## src/rtl/i2c_rts_pkg.sv

```systemverilog
// package for the i2c register transfer sequencer
// holds request/result structs, phase and command codes, buffer sizing helpers
// no dependencies
`timescale 1ns / 1ps
`default_nettype none

package i2c_rts_pkg;

  localparam int BUF_DEPTH = 32;
  localparam int PTR_W     = $clog2(BUF_DEPTH);

  typedef logic [PTR_W-1:0] ptr_t;

  localparam logic [2:0] REQ_START  = 3'd0;
  localparam logic [2:0] REQ_LOAD   = 3'd1;
  localparam logic [2:0] REQ_POLL   = 3'd2;
  localparam logic [2:0] REQ_STOP   = 3'd3;
  localparam logic [2:0] REQ_ACCESS = 3'd4;
  localparam logic [2:0] REQ_TX     = 3'd5;
  localparam logic [2:0] REQ_RX     = 3'd6;

  localparam logic [2:0] PH_IDLE    = 3'd0;
  localparam logic [2:0] PH_WR_PEND = 3'd1;
  localparam logic [2:0] PH_WR_BUSY = 3'd2;
  localparam logic [2:0] PH_AD_PEND = 3'd3;
  localparam logic [2:0] PH_AD_BUSY = 3'd4;
  localparam logic [2:0] PH_RD_PEND = 3'd5;
  localparam logic [2:0] PH_RD_BUSY = 3'd6;

  localparam logic [2:0] CMD_NONE  = 3'd0;
  localparam logic [2:0] CMD_WRITE = 3'd1;
  localparam logic [2:0] CMD_ADDR  = 3'd2;
  localparam logic [2:0] CMD_READ  = 3'd3;
  localparam logic [2:0] CMD_STOP  = 3'd4;

  localparam logic [3:0] RETRY_LIMIT_RST = 4'd3;

  typedef enum logic [2:0] {
    OP_NONE,
    OP_START,
    OP_LOAD,
    OP_POLL,
    OP_STOP,
    OP_ACCESS,
    OP_TX,
    OP_RX
  } op_e;

  typedef struct packed {
    logic [2:0]  req_type;
    logic [9:0]  dev_addr;
    logic [15:0] reg_addr;
    logic        long_addr;
    logic [5:0]  msg_len;
    logic        is_read;
    logic [4:0]  buf_index;
    logic [7:0]  data_byte;
    logic        stop_pending;
    logic        bus_busy;
    logic        nack;
  } req_t;

  typedef struct packed {
    logic [2:0] msg_state;
    logic [2:0] command;
    logic [5:0] byte_count;
    logic [9:0] target_addr;
    logic       tx_valid;
    logic [7:0] tx_byte;
    logic       rx_valid;
    logic [7:0] rx_byte;
    logic [4:0] buf_pos;
    logic [3:0] retry_count;
    logic [3:0] nack_count;
    logic       aborted;
  } rsp_t;

  typedef struct packed {
    op_e         op;
    logic [9:0]  dev_addr;
    logic [15:0] reg_addr;
    logic        long_addr;
    logic [5:0]  msg_len;
    logic        is_read;
    ptr_t        slot;
    logic [7:0]  data_byte;
    logic        stop_pending;
    logic        bus_busy;
    logic        nack;
  } op_t;

  // slot index reduced into the buffer depth
  function automatic ptr_t buf_slot(logic [4:0] idx);
    logic [8:0] v;
    v = 9'(idx);
    for (int i = 0; i < 8; i++) begin
      if (v >= 9'(BUF_DEPTH)) begin
        v = v - 9'(BUF_DEPTH);
      end
    end
    return v[PTR_W-1:0];
  endfunction

  function automatic ptr_t ptr_next(ptr_t p);
    ptr_t n;
    if (p == PTR_W'(BUF_DEPTH - 1)) begin
      n = '0;
    end else begin
      n = p + PTR_W'(1);
    end
    return n;
  endfunction

  function automatic logic [4:0] pos_of(ptr_t p);
    logic [8:0] e;
    e = 9'(p);
    return e[4:0];
  endfunction

endpackage

`default_nettype wire

```

## src/rtl/i2c_rts_front.sv

```systemverilog
// front end: accepts requests, classifies them and holds them in a two-entry queue
// depends on i2c_rts_pkg
`timescale 1ns / 1ps
`default_nettype none

module i2c_rts_front (
  input  wire                 clk_i,
  input  wire                 rst_ni,
  input  wire                 push,
  output logic                full,
  input  i2c_rts_pkg::req_t   req_i,
  input  wire                 take_i,
  output logic                head_valid_o,
  output i2c_rts_pkg::op_t    head_o
);
  import i2c_rts_pkg::*;

  op_t        mem_q [2];
  logic       wr_q, rd_q;
  logic [1:0] cnt_q;
  op_t        dec;
  logic       wr_en;

  always_comb begin
    dec              = '0;
    dec.dev_addr     = req_i.dev_addr;
    dec.reg_addr     = req_i.reg_addr;
    dec.long_addr    = req_i.long_addr;
    dec.msg_len      = req_i.msg_len;
    dec.is_read      = req_i.is_read;
    dec.slot         = buf_slot(req_i.buf_index);
    dec.data_byte    = req_i.data_byte;
    dec.stop_pending = req_i.stop_pending;
    dec.bus_busy     = req_i.bus_busy;
    dec.nack         = req_i.nack;
    case (req_i.req_type)
      REQ_START:  dec.op = OP_START;
      REQ_LOAD:   dec.op = OP_LOAD;
      REQ_POLL:   dec.op = OP_POLL;
      REQ_STOP:   dec.op = OP_STOP;
      REQ_ACCESS: dec.op = OP_ACCESS;
      REQ_TX:     dec.op = OP_TX;
      REQ_RX:     dec.op = OP_RX;
      default:    dec.op = OP_NONE;
    endcase
  end

  assign full         = (cnt_q == 2'd2);
  assign wr_en        = push && !full;
  assign head_valid_o = (cnt_q != 2'd0);
  assign head_o       = mem_q[rd_q];

  always_ff @(posedge clk_i or negedge rst_ni) begin
    if (!rst_ni) begin
      wr_q  <= 1'b0;
      rd_q  <= 1'b0;
      cnt_q <= 2'd0;
    end else begin
      if (wr_en) begin
        wr_q <= !wr_q;
      end
      if (take_i) begin
        rd_q <= !rd_q;
      end
      cnt_q <= cnt_q + 2'(wr_en) - 2'(take_i);
    end
  end

  always_ff @(posedge clk_i) begin
    if (wr_en) begin
      mem_q[wr_q] <= dec;
    end
  end

  a_cnt_up: assert property (@(posedge clk_i) disable iff (!rst_ni)
    wr_en && !take_i |=> cnt_q == $past(cnt_q) + 2'd1)
    else $error("front queue count did not advance");

  a_take_has_item: assert property (@(posedge clk_i) disable iff (!rst_ni)
    take_i |-> cnt_q != 2'd0)
    else $error("request taken from empty front queue");

endmodule

`default_nettype wire

```

## src/rtl/i2c_rts_back.sv

```systemverilog
// back end: message state, write buffer, retry counters and the result queue
// depends on i2c_rts_pkg
`timescale 1ns / 1ps
`default_nettype none

module i2c_rts_back (
  input  wire                 clk_i,
  input  wire                 rst_ni,
  input  wire                 cfg_we_i,
  input  wire  [3:0]          cfg_wdata_i,
  input  wire                 head_valid_i,
  input  i2c_rts_pkg::op_t    head_i,
  output logic                take_o,
  output logic                empty,
  input  wire                 pop,
  output i2c_rts_pkg::rsp_t   rsp_o
);
  import i2c_rts_pkg::*;

  logic [3:0]  limit_q;
  logic [2:0]  phase_q, phase_d;
  logic [9:0]  dev_q, dev_d;
  logic [15:0] reg_q, reg_d;
  logic        hbp_q, hbp_d;
  logic [5:0]  len_q, len_d;
  ptr_t        ptr_q, ptr_d;
  logic [3:0]  att_q, att_d;
  logic [3:0]  nack_q, nack_d;
  logic [7:0]  store_q [BUF_DEPTH];

  logic        st_we;
  ptr_t        st_addr;
  logic [7:0]  st_data;
  logic        fail, abort;
  logic [7:0]  first_byte;
  logic [6:0]  wr_cnt;
  logic [3:0]  att_inc, nack_inc;
  rsp_t        res;

  rsp_t        out_q [2];
  logic        out_wr_q, out_rd_q;
  logic [1:0]  out_cnt_q;
  logic        out_pop;

  assign out_pop = pop && !empty;
  assign take_o  = head_valid_i && ((out_cnt_q != 2'd2) || out_pop);
  assign empty   = (out_cnt_q == 2'd0);
  assign rsp_o   = out_q[out_rd_q];

  always_comb begin
    phase_d    = phase_q;
    dev_d      = dev_q;
    reg_d      = reg_q;
    hbp_d      = hbp_q;
    len_d      = len_q;
    ptr_d      = ptr_q;
    att_d      = att_q;
    nack_d     = nack_q;
    st_we      = 1'b0;
    st_addr    = ptr_q;
    st_data    = head_i.data_byte;
    fail       = 1'b0;
    abort      = 1'b0;
    res        = '0;
    first_byte = hbp_q ? reg_q[15:8] : reg_q[7:0];
    wr_cnt     = 7'(len_q) + (hbp_q ? 7'd2 : 7'd1);
    att_inc    = att_q + 4'd1;
    nack_inc   = nack_q + 4'd1;
    case (head_i.op)
      OP_START: begin
        dev_d   = head_i.dev_addr;
        reg_d   = head_i.reg_addr;
        hbp_d   = head_i.long_addr;
        len_d   = head_i.msg_len;
        phase_d = head_i.is_read ? PH_AD_PEND : PH_WR_PEND;
        ptr_d   = '0;
        att_d   = '0;
      end
      OP_LOAD: begin
        st_we   = 1'b1;
        st_addr = head_i.slot;
      end
      OP_POLL: begin
        case (phase_q)
          PH_WR_PEND: begin
            if (!head_i.stop_pending && !head_i.bus_busy) begin
              res.command     = CMD_WRITE;
              res.target_addr = dev_q;
              res.byte_count  = (wr_cnt > 7'd63) ? 6'd63 : wr_cnt[5:0];
              res.tx_valid    = 1'b1;
              res.tx_byte     = first_byte;
              phase_d         = PH_WR_BUSY;
            end
          end
          PH_AD_PEND: begin
            if (!head_i.stop_pending && !head_i.bus_busy) begin
              res.command     = CMD_ADDR;
              res.target_addr = dev_q;
              res.byte_count  = hbp_q ? 6'd2 : 6'd1;
              res.tx_valid    = 1'b1;
              res.tx_byte     = first_byte;
              phase_d         = PH_AD_BUSY;
            end else begin
              fail = 1'b1;
            end
          end
          PH_RD_PEND: begin
            if (!head_i.stop_pending) begin
              res.command     = CMD_READ;
              res.target_addr = dev_q;
              res.byte_count  = len_q;
              phase_d         = PH_RD_BUSY;
            end else begin
              fail = 1'b1;
            end
          end
          default: ;
        endcase
        if (fail) begin
          att_d = att_inc;
          abort = (att_inc >= limit_q);
        end
      end
      OP_STOP: begin
        nack_d = '0;
        if (phase_q == PH_WR_BUSY || phase_q == PH_RD_BUSY) begin
          phase_d = PH_IDLE;
        end else if (phase_q == PH_AD_BUSY) begin
          phase_d = PH_AD_PEND;
        end
      end
      OP_ACCESS: begin
        if (head_i.nack) begin
          res.command     = CMD_STOP;
          res.target_addr = dev_q;
          nack_d          = nack_inc;
          abort           = (nack_inc >= limit_q);
        end else if (phase_q == PH_AD_BUSY) begin
          phase_d = PH_RD_PEND;
        end
      end
      OP_TX: begin
        res.tx_valid = 1'b1;
        if (hbp_q) begin
          res.tx_byte = reg_q[7:0];
          hbp_d       = 1'b0;
        end else begin
          res.tx_byte = store_q[ptr_q];
          ptr_d       = ptr_next(ptr_q);
        end
      end
      OP_RX: begin
        st_we        = 1'b1;
        ptr_d        = ptr_next(ptr_q);
        res.rx_valid = 1'b1;
        res.rx_byte  = head_i.data_byte;
      end
      default: ;
    endcase
    if (abort) begin
      phase_d     = PH_IDLE;
      dev_d       = '0;
      reg_d       = '0;
      hbp_d       = 1'b0;
      len_d       = '0;
      ptr_d       = '0;
      att_d       = '0;
      nack_d      = '0;
      res.aborted = 1'b1;
    end
    res.msg_state   = phase_d;
    res.buf_pos     = pos_of(ptr_d);
    res.retry_count = att_d;
    res.nack_count  = nack_d;
  end

  always_ff @(posedge clk_i or negedge rst_ni) begin
    if (!rst_ni) begin
      limit_q <= RETRY_LIMIT_RST;
      phase_q <= PH_IDLE;
      dev_q   <= '0;
      reg_q   <= '0;
      hbp_q   <= 1'b0;
      len_q   <= '0;
      ptr_q   <= '0;
      att_q   <= '0;
      nack_q  <= '0;
    end else begin
      if (cfg_we_i) begin
        limit_q <= cfg_wdata_i;
      end
      if (take_o) begin
        phase_q <= phase_d;
        dev_q   <= dev_d;
        reg_q   <= reg_d;
        hbp_q   <= hbp_d;
        len_q   <= len_d;
        ptr_q   <= ptr_d;
        att_q   <= att_d;
        nack_q  <= nack_d;
      end
    end
  end

  always_ff @(posedge clk_i or negedge rst_ni) begin
    if (!rst_ni) begin
      for (int i = 0; i < BUF_DEPTH; i++) begin
        store_q[i] <= '0;
      end
    end else if (take_o && abort) begin
      for (int i = 0; i < BUF_DEPTH; i++) begin
        store_q[i] <= '0;
      end
    end else if (take_o && st_we) begin
      store_q[st_addr] <= st_data;
    end
  end

  always_ff @(posedge clk_i or negedge rst_ni) begin
    if (!rst_ni) begin
      out_wr_q  <= 1'b0;
      out_rd_q  <= 1'b0;
      out_cnt_q <= 2'd0;
    end else begin
      if (take_o) begin
        out_wr_q <= !out_wr_q;
      end
      if (out_pop) begin
        out_rd_q <= !out_rd_q;
      end
      out_cnt_q <= out_cnt_q + 2'(take_o) - 2'(out_pop);
    end
  end

  always_ff @(posedge clk_i) begin
    if (take_o) begin
      out_q[out_wr_q] <= res;
    end
  end

  a_abort_clears: assert property (@(posedge clk_i) disable iff (!rst_ni)
    take_o && abort |=> phase_q == PH_IDLE && ptr_q == '0 && att_q == '0 && nack_q == '0)
    else $error("abort left message state behind");

  a_no_cmd_fields: assert property (@(posedge clk_i) disable iff (!rst_ni)
    take_o && res.command == CMD_NONE |-> res.byte_count == '0 && res.target_addr == '0)
    else $error("byte count or target without command");

  a_result_visible: assert property (@(posedge clk_i) disable iff (!rst_ni)
    take_o |=> !empty)
    else $error("executed request produced no visible result");

endmodule

`default_nettype wire

```

## src/rtl/i2c_register_transfer_sequencer.sv

```systemverilog
// channel   | handshake             | payload
// request   | push / full           | req_i  (i2c_rts_pkg::req_t)
// result    | empty / pop           | rsp_o  (i2c_rts_pkg::rsp_t)
// config    | cfg_we_i              | cfg_wdata_i (retry limit, 4 bits)
//
// one request per cycle sustained while results are popped, one result per request
// an accepted request waits in the front queue; its result is registered into the result queue and shown on rsp_o
// front queue (2 entries) and result queue (2 entries) let each side stall alone
// async active-low reset: idle phase, empty buffer, retry limit 3
// top level, depends on i2c_rts_pkg, i2c_rts_front, i2c_rts_back
`timescale 1ns / 1ps
`default_nettype none

module i2c_register_transfer_sequencer (
  input  wire                 clk_i,
  input  wire                 rst_ni,
  input  wire                 push,
  output logic                full,
  input  i2c_rts_pkg::req_t   req_i,
  output logic                empty,
  input  wire                 pop,
  output i2c_rts_pkg::rsp_t   rsp_o,
  input  wire                 cfg_we_i,
  input  wire  [3:0]          cfg_wdata_i
);
  import i2c_rts_pkg::*;

  logic head_valid;
  logic take;
  op_t  head;

  i2c_rts_front u_front (
    .clk_i        (clk_i),
    .rst_ni       (rst_ni),
    .push         (push),
    .full         (full),
    .req_i        (req_i),
    .take_i       (take),
    .head_valid_o (head_valid),
    .head_o       (head)
  );

  i2c_rts_back u_back (
    .clk_i        (clk_i),
    .rst_ni       (rst_ni),
    .cfg_we_i     (cfg_we_i),
    .cfg_wdata_i  (cfg_wdata_i),
    .head_valid_i (head_valid),
    .head_i       (head),
    .take_o       (take),
    .empty        (empty),
    .pop          (pop),
    .rsp_o        (rsp_o)
  );

endmodule

`default_nettype wire

```

## config.mk

```make
export PLATFORM = sky130hd
export DESIGN_NAME = i2c_register_transfer_sequencer
export DESIGN_NICKNAME = d
export VERILOG_FILES = /design/src/rtl/i2c_rts_pkg.sv /design/src/rtl/i2c_rts_front.sv /design/src/rtl/i2c_rts_back.sv /design/src/rtl/i2c_register_transfer_sequencer.sv
export SDC_FILE = /design/constraint.sdc
export NUM_CORES = 1
export LEC_CHECK = 0
export BUFFER_PORTS_ARGS = -buffer_cell sky130_fd_sc_hd__buf_2
export CORE_ASPECT_RATIO = 0.7
export CORE_MARGIN = 5
export CORE_UTILIZATION = 38
export CTS_CLUSTER_SIZE = 24
export DETAILED_ROUTE_END_ITERATION = 7
export GPL_TIMING_DRIVEN = 0
export HOLD_SLACK_MARGIN = 0.03
export PLACE_DENSITY = 0.51
export SLEW_MARGIN = 25
export SYNTH_ARGS = -nofsm -noshare
export SYNTH_HDL_FRONTEND = slang
export SYNTH_SLANG_ARGS = --single-unit
```

## constraint.sdc

```tcl
create_clock -name clk_i -period 9.2 [get_ports clk_i]
set_clock_uncertainty 0.1 [all_clocks]
set_input_delay 1.84 -clock clk_i [delete_from_list [all_inputs] [get_ports clk_i]]
set_output_delay 1.84 -clock clk_i [all_outputs]
set_load 0.005 [all_outputs]
```

Yosys cells after proc, flatten, opt, wreduce, memory -nomap -nowiden
Memory sizes are Yosys's and may differ from the RTL's.
Index checks and enable logic that the tools add are counted.
Word-level totals
  register bits after elaboration: 317
  memory bits (writable): 214
  input bits: 62
  memories kept: 2
Memories
  u_back.out_q: depth 2, width 54, read ports 1, clocked after Yosys merged registers in 0, write ports 1, RTL line i2c_rts_back.sv:40  | rsp_t out_q [2];
  u_front.mem_q: depth 2, width 53, read ports 1, clocked after Yosys merged registers in 0, write ports 1, RTL line i2c_rts_front.sv:18  | op_t mem_q [2];
Operators by class
  add/sub/neg operators: 8
  $lt $le $gt $ge: 6
  equal/unequal tests: 22
  muxes and demuxes: 69
  bitwise logic cells: 2
  reduce and logical (&&, ||, !) cells: 26
Operator list (number)
  $mux 256: 2
  $bwmux 256: 1
  $pmux 18 s3: 1
  $bmux 8 s5: 1
  $demux 8 s5: 1
  $mux 8: 5
  $pmux 9 s2: 2
  $mux 16: 2
  $eq 3x3->1 const B: 10
  $mux 10: 3
  $mux 27: 1
  $mux 3: 9
  $mux 26: 1
  $mux 6: 4
  $pmux 3 s7: 1
  $mux 5: 4
  $pmux 10 s2: 1
  $eq 3x2->1 const B: 6
  $mux 18: 1
  $mux 4: 4
  $pmux 4 s2: 2
  $pmux 5 s3: 1
  $ge 6x6->1 const B: 2
  $mux 1: 12
  other kinds (28): 56

Logic depth before layout (Yosys ltp)
An unclocked memory read counts as a cell.
  word-level depth: 11
  gate-level depth with buffers: 11

Cells and area by module
A second synthesis with hierarchy kept.
Second synthesis, totals
  cell total of the unflattened synthesis: 1970
  area, all modules: 24302.1 um2
Modules (own cells, without submodules)
  i2c_rts_back: instances 1, cells each 1784, area each 20007.9 um2, sequential area each 11078.1 um2
  i2c_rts_front: instances 1, cells each 186, area each 4294.1 um2, sequential area each 3283.1 um2

Worst setup path before layout
Ideal clock, no wire load.
  path type: in2reg
  from: input port pop
  to: memory u_back.out_q[0][0] (netlist bit), enable pin
  arrival time: 4.687 ns
  data required time: 8.634 ns
  path slack: 3.947 ns
  cell stages on the path: 4
  path through: o32ai_4 -> clkbuf_1 -> buf_1 -> nor2_1
Between the ends
  word-level cells in the longest chain between the ends: 5
RTL lines
  start: declaration: RTL line i2c_register_transfer_sequencer.sv:21  | input wire pop,
  $logic_and 1x1->1: RTL line i2c_rts_back.sv:45  | assign out_pop = pop && !empty;
  $logic_or 1x1->1: RTL line i2c_rts_back.sv:46  | assign take_o = head_valid_i && ((out_cnt_q != 2'd2) || out_pop);
  $logic_and 1x1->1: RTL line i2c_rts_back.sv:46
  $mux 1: RTL line i2c_rts_back.sv:236  | if (take_o) begin
  $mux 1 (not written as such): RTL line i2c_rts_back.sv:237  | out_q[out_wr_q] <= res;
  end: declaration: RTL line i2c_rts_back.sv:40
Every way passes these cells.

==> run_results.csv <==
group,metric,value,unit
status,status,"finished clean",
floorplan,rows,77,
final_layout,layout_common_cells,"dfrtp_1 (315), edfxtp_1 (214), o2bb2ai_1 (211)",
floorplan,start_util,0.382,
sta,hold_slack,0.384,ns
cts,cts-htree-levels,2,
synthesis,synth_cell_types,86,
sta,slew_headroom,0.224,
setup_path,cp.required,7.26,ns
cts,cts_sinks,531,
synthesis,ys_seq_area_frac,0.598,
sta,final_max_slew_viol_count,0,
power,p_total,9.80,mW
setup_path,crit_path_top_delay_cell,"clkbuf_1",
synthesis,yosysTopAreaCell,"dfrtp_1",
sta,worst_slack,4.55,ns
global_routing,grt_pass1_vias,16600,
power,powerDensity,355,nW/um^2
final_layout,mostFrequentLayoutCell,"dfrtp_1",
route,ant_nets,0,
sta,tightest_slew,1.16,ns
sta,rsz0062_at_grt,"false",
route,vias,16600,
synthesis,async_reset_ff_frac,0.597,
floorplan,core,62800,um^2
global_routing,antenna_found_initial,2,
setup_path,critical_path_class,"reg -> out",
sta,max_freq,215,MHz
route,finalWirelength,78700,um
sta,min_period,4.65,ns
setup_path,crit_buf_inv,3,
synthesis,synth_nets,1787,
setup_path,critPathLaunchType,"flop",
floorplan,dieArea,68400,um^2
route,vias_per_cell,6.03,
final_layout,final_cell_count_no_fill,2761,
synthesis,synth_top_area_frac,0.328,
power,p_leak,11.0,nW
synthesis,syn_avg_cell_area,14.1,um^2
route,drc,0,
route,firstDrtPassIters,5,
final_layout,fin_util,0.440,
synthesis,yosys_warnings,0,
setup_path,path_common_cell,"clkbuf_1",
global_routing,grt_pass1_wl,115000,um
floorplan,die_h,220,um
setup_path,arrival,2.71,ns
cts,clkLatencyLatePin,0.62,ns
sta,final_hold_viol_count,0,
placement,dp_cells,2664,
cts,clkSlewWorstSetupHoldPaths,0.06,ns
setup_path,endpoint_kind,"output port",
cts,clockRootBuffer,"clkbuf_16",
cts,post_cts_resize_count,0,
placement,preCtsSetupSlack,4.27,ns
setup_path,max_stage_delay,0.59,ns
synthesis,ys_top_cells_by_area,"dfrtp_1 (33%), edfxtp_1 (27%), o2bb2ai_1 (7.7%)",
global_routing,grt.overflow.total,0,
cts,hold_buffers,0,
sta,setup_viol,0,
cts,cts_setup_buffers,0,
floorplan,dieWidth,310,um
synthesis,synth_ff_type,"dfrtp_1",
cts,cts_buffers,52,
sta,min_period_over_period,0.506,
job,maxCapViolations,0,
final_layout,syn_to_final_growth,15.1,%
synthesis,synth_edf_count,214,
global_routing,grt_start_max_net_pins,83,
setup_path,cp_max_fo,10,
placement,hpwl,57400,um
synthesis,syn_area,24000,um^2
placement,gp_congestion,1.01,
route,drt-initial-drc-count,1499,
cts,cts_buffer_depth,3,
final_layout,fin_nets,1970,
setup_path,path_cells,"clkbuf_1, clkbuf_1, mux2_2, buf_2",
synthesis,ys_ff_latch,531,
setup_path,rrSetupSlack,5.14,ns
route,routedWlPerCell,28.5,um
setup_path,path_delay_family,"buffers and inverters",
final_layout,drive_above_1_share,0.235,
global_routing,grt_usage,0.228,
floorplan,io-pin-count,118,
power,peakVddDrop,0.173,mV
placement,portBuffers,117,
worst_hold_path,hp-class,"reg -> reg",
cts,cts_tree,"done",
synthesis,synth_cells,1706,
report_power, final:
group          internal (mW)  switching (mW)
registers               3.37           0.411
logic                   1.48            2.47
clock network           1.10           0.961
total                   5.95            3.85
stage by stage:
step	cell area, um^2	TNS (ns)
2_1_floorplan	24000	0
3_3_place_gp	25600	-52.30
3_5_place_dp	26000	0
4_1_cts	27600	0
5_1_grt	27600	0
6_report	27600	0
registers in the layout (all words and copies together), names as in the netlist:
signal            count
u_front.mem_q       106
u_back.dev_q         10
u_back.len_q          6
u_front.cnt_q         2
u_back.out_cnt_q      2
u_back.out_q        108
u_back.hbp_q          1
u_front.rd_q          1
u_back.limit_q        4
u_front.wr_q          1
u_back.phase_q        3
u_back.att_q          4
u_back.reg_q         16
u_back.nack_q         4
u_back.store_q      256
u_back.ptr_q          5
u_back.out_rd_q       1
u_back.out_wr_q       1
per-layer routing:
metal  track usage  part of all wire  vias to the layer above
li1              -                 -                     7122
met1         0.355              0.47                     8672
met2         0.303              0.40                      747
met3        0.0853              0.12                      105
met4        0.0472             0.019                        2
met5             0           0.00017                        -
worst reg2reg max path, cell delays in order, from the launching register on:
cell and delay (ns):
dfrtp_1 0.35, clkbuf_1 0.40, clkbuf_2 0.59, clkbuf_1 0.66, mux4_2 0.35, mux2i_1 0.11
o21ai_0 0.60, a22oi_1 0.13, o21ai_1 0.46
synth_stat cells (37+ instances only):
master     instances
mux2_2            69
nor3_1            37
clkbuf_1          67
edfxtp_1         214
o2bb2ai_1        211
mux4_2            64
a22o_1            69
o21ai_0           46
nand2_1           53
mux2i_1           70
nor2_1            73
dfrtp_1          315
path summary, 6_finish.rpt:
kind,start,endpoint,cells past startpoint
min in group asynchronous,rst_ni,u_back.store_q[70],1
max in group asynchronous,rst_ni,u_back.store_q[96],3
min reg2reg,u_back.dev_q[1],u_back.dev_q[1],1
max,u_back.out_rd_q,rsp_o[27],4
min,u_back.dev_q[1],u_back.dev_q[1],1
max reg2reg,u_back.ptr_q[1],u_back.out_q[1][23],8
cells by family (layout without fill, tap and decap cells):
| kind of cell | count (synthesis) | in the layout | share of synthesized area |
|---|---|---|---|
| adder cells (fa/ha/maj) | 19 | 19 | 0.0102 |
| AO/OA/AOI/OAI | 494 | 494 | 0.170 |
| multiplexers | 205 | 205 | 0.123 |
| AND/OR/NAND/NOR | 297 | 297 | 0.0647 |
| flip-flops | 531 | 531 | 0.598 |
| other | 0 | 1 | 0 |
| XOR/XNOR | 18 | 18 | 0.00657 |
| buffers and inverters | 142 | 367 | 0.0273 |
area by class of cell:
| type | instances | area [um^2] |
|---|---|---|
| fillers | 5741 | 35200 |
| repair buffers | 129 | 875 |
| clock buffers | 69 | 1430 |
| flip-flops and latches | 531 | 14400 |
| well taps | 829 | 1040 |
| inverters | 27 | 106 |
| multi-input cells | 1033 | 9090 |
| plain buffers | 115 | 551 |
| clock inverters | 27 | 175 |
| diodes | 1 | 2.50 |
No activity file was read; power rests on OpenSTA's default activity.
